## src/sv/slrd_pkg.sv

```systemverilog
// package for the shuffled lcg range draw unit
// holds opcodes, generator constants, fsm states and controller/datapath structs
// no dependencies
`default_nettype none

package slrd_pkg;

    localparam int DATA_W    = 32;
    localparam int TBL_DEPTH = 32;
    localparam int TBL_AW    = $clog2(TBL_DEPTH);
    localparam int IDX_LSB   = 26;
    localparam int PROD_W    = 46;
    localparam int CNT_W     = 6;

    localparam logic [CNT_W-1:0] WARM_LAST = 6'd39;
    localparam logic [CNT_W-1:0] REM_LAST  = 6'd31;

    localparam logic [14:0] LCG_A   = 15'd16807;
    localparam logic [31:0] LCG_M   = 32'h7FFF_FFFF;
    localparam logic [31:0] LIM_TOP = 32'h7FFF_FFFF;
    localparam logic [31:0] HALF    = 32'h8000_0000;

    localparam logic signed [31:0] SEED_ADJ = 32'sd22261048;
    localparam logic signed [31:0] SEED_LO  = -32'sd999;
    localparam logic signed [31:0] SEED_HI  = 32'sd1000;
    localparam logic signed [31:0] SEED_MIN = 32'sh8000_0000;

    typedef enum logic
    {
        OP_DRAW   = 1'b0,
        OP_RESEED = 1'b1
    } slrd_op_t;

    typedef enum logic [3:0]
    {
        S_IDLE,
        S_LIMIT,
        S_GEN,
        S_FILL_MUL,
        S_FILL_RED,
        S_STEP_MUL,
        S_STEP_RED,
        S_CHECK,
        S_MOD,
        S_RESULT,
        S_OUT
    } slrd_state_t;

    typedef struct packed
    {
        logic              seed_load;
        logic              draw_load;
        logic              res_lo;
        logic              rem_start;
        logic              rem_sel_val;
        logic              rem_shift;
        logic              limit_load;
        logic              fill_init;
        logic              mul;
        logic              reduce;
        logic              last_from_seed;
        logic              step_commit;
        logic              tbl_read;
        logic              tbl_write;
        logic              tbl_wr_fill;
        logic [TBL_AW-1:0] fill_idx;
        logic              res_mod;
        logic              out_load;
    } slrd_cmd_t;

    typedef struct packed
    {
        logic fill_needed;
        logic empty_range;
        logic reject;
    } slrd_sts_t;

endpackage

`default_nettype wire

```

## src/sv/slrd_req_if.sv

```systemverilog
// request channel of the shuffled lcg range draw unit
// valid/ready handshake with opcode, time value and range bounds; no dependencies
`default_nettype none

interface slrd_req_if;
    logic               valid;
    logic               ready;
    logic [0:0]         opcode;
    logic signed [31:0] time_value;
    logic signed [31:0] range_low;
    logic signed [31:0] range_high;

    modport source (output valid, opcode, time_value, range_low, range_high, input ready);
    modport sink   (input valid, opcode, time_value, range_low, range_high, output ready);
endinterface

`default_nettype wire

```

## src/sv/slrd_rsp_if.sv

```systemverilog
// result channel of the shuffled lcg range draw unit
// valid/ready handshake carrying the drawn value; no dependencies
`default_nettype none

interface slrd_rsp_if;
    logic               valid;
    logic               ready;
    logic signed [31:0] draw_value;

    modport source (output valid, draw_value, input ready);
    modport sink   (input valid, draw_value, output ready);
endinterface

`default_nettype wire

```

## src/sv/slrd_datapath.sv

```systemverilog
// datapath: seed and last-output registers, multiply/reduce step, shuffle table,
// bit-serial remainder unit, bounds and result registers; uses slrd_pkg
`default_nettype none

module slrd_datapath
(
    input  wire logic                clk,
    input  wire logic                rst_n,
    input  wire slrd_pkg::slrd_cmd_t cmd,
    output slrd_pkg::slrd_sts_t      sts,
    input  wire logic signed [31:0]  time_value,
    input  wire logic signed [31:0]  range_low,
    input  wire logic signed [31:0]  range_high,
    output logic signed [31:0]       draw_value
);

    logic signed [31:0] seed_reg, seed_next;
    logic [31:0]        last_reg, last_next;
    logic [slrd_pkg::PROD_W-1:0] prod_reg;
    logic [31:0]        rd_reg;
    logic [31:0]        tbl_mem [slrd_pkg::TBL_DEPTH];

    logic signed [31:0] lo_reg;
    logic [32:0]        range_reg;
    logic [31:0]        rem_reg;
    logic [31:0]        dvd_reg;
    logic [31:0]        limit_reg;
    logic [31:0]        res_reg;
    logic [31:0]        out_data_reg;

    logic signed [31:0] neg_time;
    logic signed [31:0] reseed_val;
    logic signed [31:0] fill_seed;
    logic [31:0]        red_sum;
    logic [30:0]        red_val;
    logic [32:0]        trial;
    logic [slrd_pkg::TBL_AW-1:0] idx;
    logic [slrd_pkg::TBL_AW-1:0] wr_addr;

    // reseed value: negate, then push small magnitudes away
    always_comb
    begin
        neg_time = -time_value;
        if (neg_time >= slrd_pkg::SEED_LO && neg_time <= slrd_pkg::SEED_HI)
        begin
            reseed_val = neg_time - slrd_pkg::SEED_ADJ;
        end
        else
        begin
            reseed_val = neg_time;
        end
    end

    // table refill start seed: negated seed, or one when that is not positive
    assign fill_seed = (seed_reg[31] && seed_reg != slrd_pkg::SEED_MIN) ? -seed_reg : 32'sd1;

    // 16807 * x mod (2^31 - 1) by folding the high bits back in
    assign red_sum = {1'b0, prod_reg[30:0]} + {17'd0, prod_reg[45:31]};
    assign red_val = (red_sum >= slrd_pkg::LCG_M) ? 31'(red_sum - slrd_pkg::LCG_M)
                                                   : red_sum[30:0];

    assign idx     = last_reg[slrd_pkg::IDX_LSB +: slrd_pkg::TBL_AW];
    assign wr_addr = cmd.tbl_wr_fill ? cmd.fill_idx : idx;
    assign trial   = {rem_reg, dvd_reg[31]};

    always_comb
    begin
        seed_next = seed_reg;
        if (cmd.seed_load)
        begin
            seed_next = reseed_val;
        end
        else if (cmd.fill_init)
        begin
            seed_next = fill_seed;
        end
        else if (cmd.reduce)
        begin
            seed_next = {1'b0, red_val};
        end
    end

    always_comb
    begin
        last_next = last_reg;
        if (cmd.last_from_seed)
        begin
            last_next = {1'b0, red_val};
        end
        else if (cmd.step_commit)
        begin
            last_next = rd_reg;
        end
    end

    always_ff @(posedge clk or negedge rst_n)
    begin
        if (!rst_n)
        begin
            seed_reg <= '0;
            last_reg <= '0;
        end
        else
        begin
            seed_reg <= seed_next;
            last_reg <= last_next;
        end
    end

    // shuffle table, one write and one registered read port
    always_ff @(posedge clk)
    begin
        if (cmd.tbl_write)
        begin
            tbl_mem[wr_addr] <= {1'b0, red_val};
        end
        if (cmd.tbl_read)
        begin
            rd_reg <= tbl_mem[idx];
        end
    end

    always_ff @(posedge clk)
    begin
        if (cmd.mul)
        begin
            prod_reg <= slrd_pkg::PROD_W'(seed_reg[30:0]) * slrd_pkg::PROD_W'(slrd_pkg::LCG_A);
        end
        if (cmd.draw_load)
        begin
            lo_reg    <= range_low;
            range_reg <= {range_high[31], range_high} - {range_low[31], range_low} + 33'd1;
        end
        if (cmd.rem_start)
        begin
            rem_reg <= '0;
            dvd_reg <= cmd.rem_sel_val ? last_reg : slrd_pkg::HALF;
        end
        else if (cmd.rem_shift)
        begin
            rem_reg <= (trial >= range_reg) ? 32'(trial - range_reg) : trial[31:0];
            dvd_reg <= {dvd_reg[30:0], 1'b0};
        end
        if (cmd.limit_load)
        begin
            limit_reg <= slrd_pkg::LIM_TOP - rem_reg;
        end
        if (cmd.res_lo)
        begin
            res_reg <= range_low;
        end
        else if (cmd.res_mod)
        begin
            res_reg <= lo_reg + rem_reg;
        end
        if (cmd.out_load)
        begin
            out_data_reg <= res_reg;
        end
    end

    always_comb
    begin
        sts.fill_needed = seed_reg[31] || seed_reg == '0 || last_reg == '0;
        sts.empty_range = range_high < range_low;
        sts.reject      = last_reg > limit_reg;
    end

    assign draw_value = out_data_reg;

endmodule

`default_nettype wire

```

## src/sv/slrd_ctrl.sv

```systemverilog
// controller fsm: sequences reseed, limit computation, table refill, generator
// steps, rejection and final remainder; owns the result valid flag; uses slrd_pkg
`default_nettype none

module slrd_ctrl
(
    input  wire logic                clk,
    input  wire logic                rst_n,
    input  wire logic                in_valid,
    input  wire logic [0:0]          in_opcode,
    output logic                     in_ready,
    output logic                     out_valid,
    input  wire logic                out_ready,
    input  wire slrd_pkg::slrd_sts_t sts,
    output slrd_pkg::slrd_cmd_t      cmd
);

    slrd_pkg::slrd_state_t state_reg, state_next;
    logic [slrd_pkg::CNT_W-1:0] count_reg, count_next;
    logic out_valid_reg, out_valid_next;

    always_ff @(posedge clk or negedge rst_n)
    begin
        if (!rst_n)
        begin
            state_reg     <= slrd_pkg::S_IDLE;
            count_reg     <= '0;
            out_valid_reg <= 1'b0;
        end
        else
        begin
            state_reg     <= state_next;
            count_reg     <= count_next;
            out_valid_reg <= out_valid_next;
        end
    end

    always_comb
    begin
        state_next = state_reg;
        count_next = count_reg;
        cmd        = '0;
        in_ready   = 1'b0;

        case (state_reg)
            slrd_pkg::S_IDLE:
            begin
                in_ready = 1'b1;
                if (in_valid)
                begin
                    if (in_opcode == slrd_pkg::OP_RESEED)
                    begin
                        cmd.seed_load = 1'b1;
                    end
                    else if (sts.empty_range)
                    begin
                        cmd.res_lo = 1'b1;
                        state_next = slrd_pkg::S_OUT;
                    end
                    else
                    begin
                        cmd.draw_load = 1'b1;
                        cmd.rem_start = 1'b1;
                        count_next    = slrd_pkg::REM_LAST;
                        state_next    = slrd_pkg::S_LIMIT;
                    end
                end
            end

            slrd_pkg::S_LIMIT:
            begin
                cmd.rem_shift = 1'b1;
                if (count_reg == '0)
                begin
                    state_next = slrd_pkg::S_GEN;
                end
                else
                begin
                    count_next = count_reg - 1'b1;
                end
            end

            slrd_pkg::S_GEN:
            begin
                cmd.limit_load = 1'b1;
                if (sts.fill_needed)
                begin
                    cmd.fill_init = 1'b1;
                    count_next    = slrd_pkg::WARM_LAST;
                    state_next    = slrd_pkg::S_FILL_MUL;
                end
                else
                begin
                    state_next = slrd_pkg::S_STEP_MUL;
                end
            end

            slrd_pkg::S_FILL_MUL:
            begin
                cmd.mul    = 1'b1;
                state_next = slrd_pkg::S_FILL_RED;
            end

            slrd_pkg::S_FILL_RED:
            begin
                cmd.reduce = 1'b1;
                // only the last table-depth warm-up steps land in the table
                if (count_reg < slrd_pkg::CNT_W'(slrd_pkg::TBL_DEPTH))
                begin
                    cmd.tbl_write   = 1'b1;
                    cmd.tbl_wr_fill = 1'b1;
                    cmd.fill_idx    = count_reg[slrd_pkg::TBL_AW-1:0];
                end
                if (count_reg == '0)
                begin
                    cmd.last_from_seed = 1'b1;
                    state_next         = slrd_pkg::S_STEP_MUL;
                end
                else
                begin
                    count_next = count_reg - 1'b1;
                    state_next = slrd_pkg::S_FILL_MUL;
                end
            end

            slrd_pkg::S_STEP_MUL:
            begin
                cmd.mul      = 1'b1;
                cmd.tbl_read = 1'b1;
                state_next   = slrd_pkg::S_STEP_RED;
            end

            slrd_pkg::S_STEP_RED:
            begin
                cmd.reduce      = 1'b1;
                cmd.tbl_write   = 1'b1;
                cmd.step_commit = 1'b1;
                state_next      = slrd_pkg::S_CHECK;
            end

            slrd_pkg::S_CHECK:
            begin
                if (sts.reject)
                begin
                    state_next = slrd_pkg::S_GEN;
                end
                else
                begin
                    cmd.rem_start   = 1'b1;
                    cmd.rem_sel_val = 1'b1;
                    count_next      = slrd_pkg::REM_LAST;
                    state_next      = slrd_pkg::S_MOD;
                end
            end

            slrd_pkg::S_MOD:
            begin
                cmd.rem_shift = 1'b1;
                if (count_reg == '0)
                begin
                    state_next = slrd_pkg::S_RESULT;
                end
                else
                begin
                    count_next = count_reg - 1'b1;
                end
            end

            slrd_pkg::S_RESULT:
            begin
                cmd.res_mod = 1'b1;
                state_next  = slrd_pkg::S_OUT;
            end

            slrd_pkg::S_OUT:
            begin
                if (!out_valid_reg || out_ready)
                begin
                    cmd.out_load = 1'b1;
                    state_next   = slrd_pkg::S_IDLE;
                end
            end

            default:
            begin
                state_next = slrd_pkg::S_IDLE;
            end
        endcase
    end

    always_comb
    begin
        if (cmd.out_load)
        begin
            out_valid_next = 1'b1;
        end
        else if (out_ready)
        begin
            out_valid_next = 1'b0;
        end
        else
        begin
            out_valid_next = out_valid_reg;
        end
    end

    assign out_valid = out_valid_reg;

endmodule

`default_nettype wire

```

## src/sv/shuffled_lcg_range_draw_unit.sv

```systemverilog
// shuffled lcg range draw unit, top level
// ties the request/result channels to slrd_ctrl and slrd_datapath; uses slrd_pkg,
// slrd_req_if and slrd_rsp_if
//
// usage
//   req carries one request: opcode 1 reseeds from time_value and returns
//   nothing; opcode 0 draws a value in range_low..range_high and returns one
//   result on rsp (range_low itself when range_high is below range_low).
//   a reseed loads the seed and the unit stays idle. an empty-range draw loads
//   range_low into the result and then the output register. a normal draw is
//   accepted, works out the rejection limit, runs generator attempts (each a
//   multiply, a reduce with table swap and a rejection check; the shuffle
//   table is refilled first when needed: 40 warm-up steps of multiply and
//   reduce), then the final remainder, and loads the output register.
//   the bit-serial remainder unit computes one quotient bit per cycle.
//   one request is worked on at a time; req.ready is high only while idle.
//   the result sits in an output register, so the next request is taken
//   while rsp is stalled; a following draw waits at its end until rsp frees.
//   reset clears the seed and last output, which forces a table refill on the
//   first draw; the table itself is not cleared.
`default_nettype none

module shuffled_lcg_range_draw_unit
(
    input  wire logic  clk,
    input  wire logic  rst_n,
    slrd_req_if.sink   req,
    slrd_rsp_if.source rsp
);

    slrd_pkg::slrd_cmd_t cmd;
    slrd_pkg::slrd_sts_t sts;

    slrd_ctrl u_ctrl
    (
        .clk       (clk),
        .rst_n     (rst_n),
        .in_valid  (req.valid),
        .in_opcode (req.opcode),
        .in_ready  (req.ready),
        .out_valid (rsp.valid),
        .out_ready (rsp.ready),
        .sts       (sts),
        .cmd       (cmd)
    );

    slrd_datapath u_datapath
    (
        .clk        (clk),
        .rst_n      (rst_n),
        .cmd        (cmd),
        .sts        (sts),
        .time_value (req.time_value),
        .range_low  (req.range_low),
        .range_high (req.range_high),
        .draw_value (rsp.draw_value)
    );

endmodule

`default_nettype wire

```

## src/flat_wrapper.sv

```systemverilog
// flat-port wrapper written by rule: the top's interface ports become plain ports
module shuffled_lcg_range_draw_unit_flat 
  (clk, rst_n, req_valid, req_opcode, req_time_value, req_range_low, req_range_high, req_ready, rsp_valid, rsp_draw_value, rsp_ready);
  slrd_req_if req_i ();
  slrd_rsp_if rsp_i ();
  input  wire logic clk;
  input  wire logic rst_n;
  input wire logic [$bits(req_i.valid)-1:0] req_valid;
  input wire logic [$bits(req_i.opcode)-1:0] req_opcode;
  input wire logic [$bits(req_i.time_value)-1:0] req_time_value;
  input wire logic [$bits(req_i.range_low)-1:0] req_range_low;
  input wire logic [$bits(req_i.range_high)-1:0] req_range_high;
  output wire logic [$bits(req_i.ready)-1:0] req_ready;
  output wire logic [$bits(rsp_i.valid)-1:0] rsp_valid;
  output wire logic [$bits(rsp_i.draw_value)-1:0] rsp_draw_value;
  input wire logic [$bits(rsp_i.ready)-1:0] rsp_ready;
  assign req_i.valid = req_valid;
  assign req_i.opcode = req_opcode;
  assign req_i.time_value = req_time_value;
  assign req_i.range_low = req_range_low;
  assign req_i.range_high = req_range_high;
  assign req_ready = req_i.ready;
  assign rsp_valid = rsp_i.valid;
  assign rsp_draw_value = rsp_i.draw_value;
  assign rsp_i.ready = rsp_ready;
  shuffled_lcg_range_draw_unit u_core (.clk(clk), .rst_n(rst_n), .req(req_i), .rsp(rsp_i));
endmodule
```

## config.mk

```make
export PLATFORM = sky130hd
export DESIGN_NAME = shuffled_lcg_range_draw_unit_flat
export DESIGN_NICKNAME = d
export VERILOG_FILES = /design/src/sv/slrd_pkg.sv /design/src/sv/slrd_req_if.sv /design/src/sv/slrd_rsp_if.sv /design/src/sv/slrd_datapath.sv /design/src/sv/slrd_ctrl.sv /design/src/sv/shuffled_lcg_range_draw_unit.sv /design/src/flat_wrapper.sv
export SDC_FILE = /design/constraint.sdc
export NUM_CORES = 2
export LEC_CHECK = 0
export BUFFER_PORTS_ARGS = -buffer_cell sky130_fd_sc_hd__buf_2
export CORE_MARGIN = 2
export CORE_UTILIZATION = 55
export CTS_CLUSTER_DIAMETER = 40
export CTS_CLUSTER_SIZE = 14
export DETAILED_ROUTE_END_ITERATION = 7
export GPL_TIMING_DRIVEN = 0
export PLACE_DENSITY = 0.74
export RECOVER_POWER = 100
export SETUP_SLACK_MARGIN = 0.4
export SYNTH_ARGS = -nofsm -noshare
export SYNTH_HDL_FRONTEND = slang
export SYNTH_SLANG_ARGS = --single-unit
```

## constraint.sdc

```tcl
create_clock -name clk -period 7.6 [get_ports clk]
set_input_delay 0.76 -clock clk [delete_from_list [all_inputs] [get_ports clk]]
set_output_delay 0.76 -clock clk [all_outputs]
set_load 0.01 [all_outputs]
```

Word level (Yosys, flattened, before mapping) --
Memory sizes are Yosys's and may differ from the RTL's. A register that Yosys moved wholly into a read port is not among the register bits. Cells that the tools add are included.
Cells by class: multipliers 1, shift-type cells 0, add/sub/neg operators 11, muxes and demuxes 61, reduce and logical (&&, ||, !) cells 22, bitwise gates (word level) 0, equality and inequality tests 20, magnitude comparators 7, divide/modulo/power cells 0
Operators by type and width (number):
- 2-to-1 mux 32 bit | 13
- logical NOT 32 bit | 2
- negator 32 bit | 2
- multiplier 31 x 15 -> 46 bit (second input constant) | 1
- one-hot mux 4 bit (11 select lines) | 1
- 2-to-1 mux 6 bit | 7
- adder 33 x 1 -> 33 bit (second input constant) | 1
- >= comparator 33 bit | 1
- subtractor 32 x 32 -> 33 bit | 1
- adder 31 x 15 -> 32 bit | 1
- adder 32 bit | 1
- >= comparator 32 x 11 -> 1 bit (second input constant) | 1
- >= comparator 32 x 31 -> 1 bit (second input constant) | 1
- > comparator 32 bit | 1
- less-or-equal comparator 32 x 11 -> 1 bit (second input constant) | 1
- < comparator 32 bit | 1
- 2-to-1 mux 4 bit | 8
- != test 32 bit (second input constant) | 1
- subtractor 31 x 32 -> 32 bit (first input constant) | 1
- subtractor 32 x 26 -> 32 bit (second input constant) | 1
- subtractor 32 bit | 1
- 2-to-1 mux 31 bit | 1
- subtractor 31 bit (second input constant) | 1
- one-hot mux 6 bit (4 select lines) | 1
- 26 further kinds | 71
Word-level totals: ROM bits 0, register bits 378, input port bits 101, output and inout bits 34, memory bits (writable) 992, latch bits 0, word-level logic and storage cells 137, memories kept 1
Memory list:
- u_core.u_datapath.tbl_mem | words 32, bits a word 31, read ports 1, clocked after memory_dff 1, wr ports 1, RTL line slrd_datapath.sv:21 | logic [31:0] tbl_mem [slrd_pkg::TBL_DEPTH];

Logic depth before layout (Yosys ltp) --
depth in word-level cells 7, depth in mapped cells 25, gate-level depth less buffers 24

Hierarchy --
From an unflattened synthesis, not the netlist that was laid out.
Unflattened totals: cells, all modules 4880, area total of the unflattened synthesis 69897.0 um2
By module, submodules not included:
- slrd_datapath | instances 1, cells an instance 4753, area each 68914.8 um2, seq. area each 40113.5 um2
- slrd_ctrl | instances 1, cells an instance 127, area each 982.2 um2, seq. area each 275.3 um2

Worst setup path before layout --
No wires, ideal clock.
path kind register -> register, start point register u_core.u_datapath.seed_reg[9], end point register u_core.u_datapath.prod_reg[41] in the netlist's numbering, data pin, required time 7.339 ns, setup slack 1.104 ns, cell stages (with the launch flop) 26, setup time 0.261 ns, arrival time 6.235 ns, clock period less this slack 6.496 ns, buffers on the path 1, cell sequence dfrtp_1 > inv_1 > fa_1 > inv_1 > ha_1 > inv_1 > fa_1 > inv_1 > ha_1 > fa_1 > inv_1 > fa_1 > inv_1 > ha_1 > clkbuf_1 > a41oi_1 > o221a_2 > o41ai_1 > a31o_2 > a211o_1 > a221o_1 > a31oi_2 > o21a_2 > o21ai_1 > or2_2 > xor2_1
Between the ends: word-level cells in the longest chain between the ends 1
Ends and longest elaborated chain:
- start, declared | RTL line slrd_datapath.sv:17 | logic signed [31:0] seed_reg, seed_next;
- start signal, assigned | RTL line slrd_datapath.sv:105 | seed_reg <= seed_next;
- multiplier 31 x 15 -> 46 bit | RTL line slrd_datapath.sv:127 | prod_reg <= slrd_pkg::PROD_W'(seed_reg[30:0]) * slrd_pkg::PROD_W'(slrd_pkg::LCG_A);
- end signal, assigned | RTL line slrd_datapath.sv:127
- end, declared | RTL line slrd_datapath.sv:19 | logic [slrd_pkg::PROD_W-1:0] prod_reg;
Every way passes these cells. A chain may end at the register's enable or synchronous reset.

Worst setup path in the final report --
start point register u_core.u_datapath.prod_reg[0] in the netlist's numbering, end point memory u_core.u_datapath.tbl_mem[19][5] in the netlist's numbering, data pin
Between the ends: word-level cells in the longest chain between the ends 3, elaborated cells on any way between the ends 4, classes of those cells add/sub: 2; order compare: 1; mux: 1
Ends and longest elaborated chain:
- adder 31 x 15 -> 32 bit * | RTL line slrd_datapath.sv:58 | assign red_sum = {1'b0, prod_reg[30:0]} + {17'd0, prod_reg[45:31]};
- subtractor 31 bit or >= comparator 32 x 31 -> 1 bit (tied branches) | RTL line slrd_datapath.sv:59 | assign red_val = (red_sum >= slrd_pkg::LCG_M) ? 31'(red_sum - slrd_pkg::LCG_M)
- 2-to-1 mux 31 bit * | RTL line slrd_datapath.sv:59
- net u_core.u_datapath.red_val[5] | RTL line slrd_datapath.sv:35 | logic [30:0] red_val;
- end, declared | RTL line slrd_datapath.sv:21
The timed path passes the listed nets; every way through them passes the cells marked *.

==> impl_metrics.env <==
export IMPL_vias_per_cell=6.31
export IMPL_syn_instance_count=4867
export IMPL_fin_util=0.619
export IMPL_worstPathCellList="ha_1 -> fa_1 -> a211oi_2 -> o211ai_1 -> a211oi_2 -> xnor2_1 -> o2111ai_1 -> a2111oi_4 -> nand4_1 -> nand2_1 -> buf_2 -> nand4_1 -> xnor2_1 -> inv_1"
export IMPL_htreeDepth=4
export IMPL_power_density_mw_per_mm2=206
export IMPL_dieArea_mm2=0.131
export IMPL_slew_headroom=-1.59
export IMPL_arrival_ps=7420
export IMPL_ys_types=112
export IMPL_ff2ff_path_depth=14
export IMPL_rows=131
export IMPL_dpl_hpwl_mm=131
export IMPL_busiest_layer="met2"
export IMPL_crit_required_ps=7880
export IMPL_synth_edff_count=1262
export IMPL_crit_buf_inv=2
export IMPL_synth_top_family_by_area="adder cells"
export IMPL_finalSetupViolCount=0
export IMPL_cts_sinks=1368
export IMPL_timing_rr_start="u_core.u_datapath.prod_reg[0]"
export IMPL_nets=5890
export IMPL_r2r_slack_ps=460
export IMPL_portBuffers=124
export IMPL_cpMaxStageDelayCell="xnor2_1"
export IMPL_skew_ps=44.6
export IMPL_drc=0
export IMPL_wl_per_cell_um=27.2
export IMPL_slowest_delay_ps=1230
export IMPL_seq_area_frac_synth=0.575
export IMPL_cts_tree="yes"
export IMPL_grt_pass1_vias=45030
export IMPL_die_w_um=361
export IMPL_grt_max_degree=67
export IMPL_areaGrowthSynthToFinish_pct=12.0
export IMPL_start_util=0.552
export IMPL_maxCapViolations=57
export IMPL_synth_warnings=0
export IMPL_grt_util_all_layers=0.295
export IMPL_grt_overflow_total=0
export IMPL_numCtsBuffers=162
export IMPL_violations="max-capacitance violations, max-slew violations"
export IMPL_dr_first_iter_drc_count=4982
export IMPL_met1_usage=0.386
export IMPL_gp_congestion=0.945
export IMPL_vias=44404
export IMPL_worstReg2RegEnd="u_core.u_datapath.tbl_mem[19][5]"
export IMPL_crit_cells=14
export IMPL_crit_fanout=32
export IMPL_hold_class="in2reg"
export IMPL_final_period_utilization=0.940
export IMPL_p_total_uw=16200
export IMPL_synth_top_area_cell="edfxtp_1"
export IMPL_core_area_mm2=0.127
export IMPL_ys_flop_type="edfxtp_1"
export IMPL_gr_usage_met2=0.485
export IMPL_clk_latency_ps=790
export IMPL_synth_cell_area_mm2=0.0702
export IMPL_ir_drop_mv=0.292
export IMPL_synthSimpleGateAreaFrac=0.0641
export IMPL_worstMarginPinSlew_ps=3890
export IMPL_synth_area_mux_share=0.107
export IMPL_drive_gt1_frac=0.143
export IMPL_status="complete, but fails checks"
export IMPL_ios=135
export IMPL_ys_ff_latch=1368
export IMPL_final_fill_count=9297
export IMPL_synth_compound_area_frac=0.0756
export IMPL_yosys_area_top_type_share=0.540
export IMPL_synth_avg_cell_area_um2=14.4
export IMPL_min_period_ps=7140
export IMPL_yosys_top_cells_area="edfxtp_1 (54%), mux4_2 (9.9%), ha_1 (7.1%)"
export IMPL_hold_viol=0
export IMPL_criticalPathCategory="reg2reg"
export IMPL_p_leak_uw=0.0286
export IMPL_die_h_um=361
export IMPL_met3_usage=0.0615
export IMPL_firstDrtPassIters=6
export IMPL_yosys_area_share_xor_xnor=0.0258
export IMPL_tns_ps=0
export IMPL_rsz0062_at_grt="true"
export IMPL_worstSetupEndpoint="u_core.u_datapath.tbl_mem[19][5]"
export IMPL_slew_viol_final=1206
export IMPL_antenna_left=0
export IMPL_route_final_wire_length_mm=191
export IMPL_syn_num_nets=5517
export IMPL_grt_pass1_wl_mm=286
export IMPL_synth_fa_ha_area_frac=0.114
export IMPL_fmax_mhz=140
export IMPL_synthArstFlopShare=0.0541
export IMPL_cp_start_kind="register"
export IMPL_crit_family="compound AO/OA/AOI/OAI gates"
export IMPL_cp_end_kind="register"
export IMPL_clockBufferDepth=3
export IMPL_startpoint="u_core.u_datapath.prod_reg[0]"
export IMPL_largest_reg_flops=992
export IMPL_cts_root_buf="clkbuf_16"
export IMPL_dp_cells=6712
export IMPL_stdcell_count=7035
export IMPL_antenna_found_initial=16
export IMPL_clk_pin_slew_ps=60
## cells by family (layout without fill, tap and decap cells)
logic type / Yosys count / count (layout)
DFF: 1368 / 1368
buffers and inverters: 703 / 1202
other: 0 / 7
muxes: 362 / 362
AOI/OAI and AO/OA: 777 / 777
and+or+nand+nor: 902 / 902
adders and majority gates: 549 / 549
xor gates and xnor gates: 206 / 206
## metrics by stage
stage	area, um2	hold WS [ps]	setup WS [ps]
after detailed placement	74400	406	192
after CTS	79900	123	446
after floorplan	70200	400	1100
after global routing	78700	141	211
final	78700	175	456
after global placement	72900	401	-626
## repair_timing
action	in CTS	in global routing
setup endpoints to repair	8	7
hold buffers	1	0
buffers inserted	5	20
gates cloned	0	0
hold endpoints to repair	10	0
resized for setup	12	15
pin swaps	0	3
## placed cells by master, fill, tap and decap left out, types with 22 or more instances in the layout
cell / n
a211oi_1: 28
a21o_1: 85
a21oi_1: 195
a22oi_1: 44
a31oi_1: 22
and3_1: 34
buf_2: 71
clkbuf_1: 281
clkbuf_16: 165
dfrtp_1: 65
dfxtp_1: 32
edfxtp_1: 1262
fa_1: 152
ha_1: 397
inv_1: 526
inv_6: 23
mux2_1: 22
mux4_2: 310
nand2_1: 236
nand2b_1: 46
nand3_1: 103
nand4_1: 36
nor2_1: 208
nor2b_1: 26
nor3_1: 65
nor4_1: 25
o21a_1: 25
o21ai_0: 140
o21bai_1: 25
o22ai_1: 33
xnor2_1: 126
xor2_1: 77
## synthesized netlist by cell type, types with 78 or more instances
library cell,instances
nand2_1,236
ha_1,397
edfxtp_1,1262
mux4_2,310
a21oi_1,195
a21o_1,85
nand3_1,103
clkbuf_1,134
nor2_1,209
xor2_1,78
fa_1,152
xnor2_1,127
o21ai_0,137
inv_1,533
## per-layer routing
layer  vias up  wire length, um
li1      19148                -
met1     22293            73100
met2      2419            92800
met3       530            17400
met4        14             7540
met5         -               98
## power by group
group          total [uW]       switching, uW  internal, uW
sequential           8120  0.0000000000000272          8120
clock                7740                3260          4480
combinational         324                 195           129
## cell type report
cell class,instances,area [um2],area share
tap,1662,2080,0.0264
antenna,7,17.5,0.000223
clock buffer,181,4190,0.0532
multi-input combinational,2796,27200,0.346
clock inverter,109,1160,0.0148
inverter,533,2020,0.0257
buffer,170,661,0.00840
sequential,1368,40400,0.513
timing repair buffer,209,955,0.0121
## worst register-to-register path, cell delays in order (launching register included)
cell,delay [ps]
edfxtp_1,410
ha_1,280
fa_1,460
a211oi_2,370
o211ai_1,290
a211oi_2,620
xnor2_1,360
o2111ai_1,420
a2111oi_4,460
nand4_1,190
nand2_1,160
buf_2,290
nand4_1,160
xnor2_1,1240
inv_1,950
## worst min path at each step
| stage | startpoint | depth (start not counted) | to |
|---|---|---|---|
| finish | req_range_low[4] | 1 | u_core.u_datapath.lo_reg[4] |
| global route | req_range_low[4] | 1 | u_core.u_datapath.lo_reg[4] |
| CTS | req_range_low[4] | 1 | u_core.u_datapath.lo_reg[4] |
| detailed placement | u_core.u_datapath.res_reg[10] | 0 | u_core.u_datapath.draw_value[10] |
| global placement | u_core.u_datapath.res_reg[2] | 0 | u_core.u_datapath.draw_value[2] |
| floorplan | u_core.u_datapath.res_reg[0] | 0 | u_core.u_datapath.draw_value[0] |
Power figures use the tool's default switching activity.
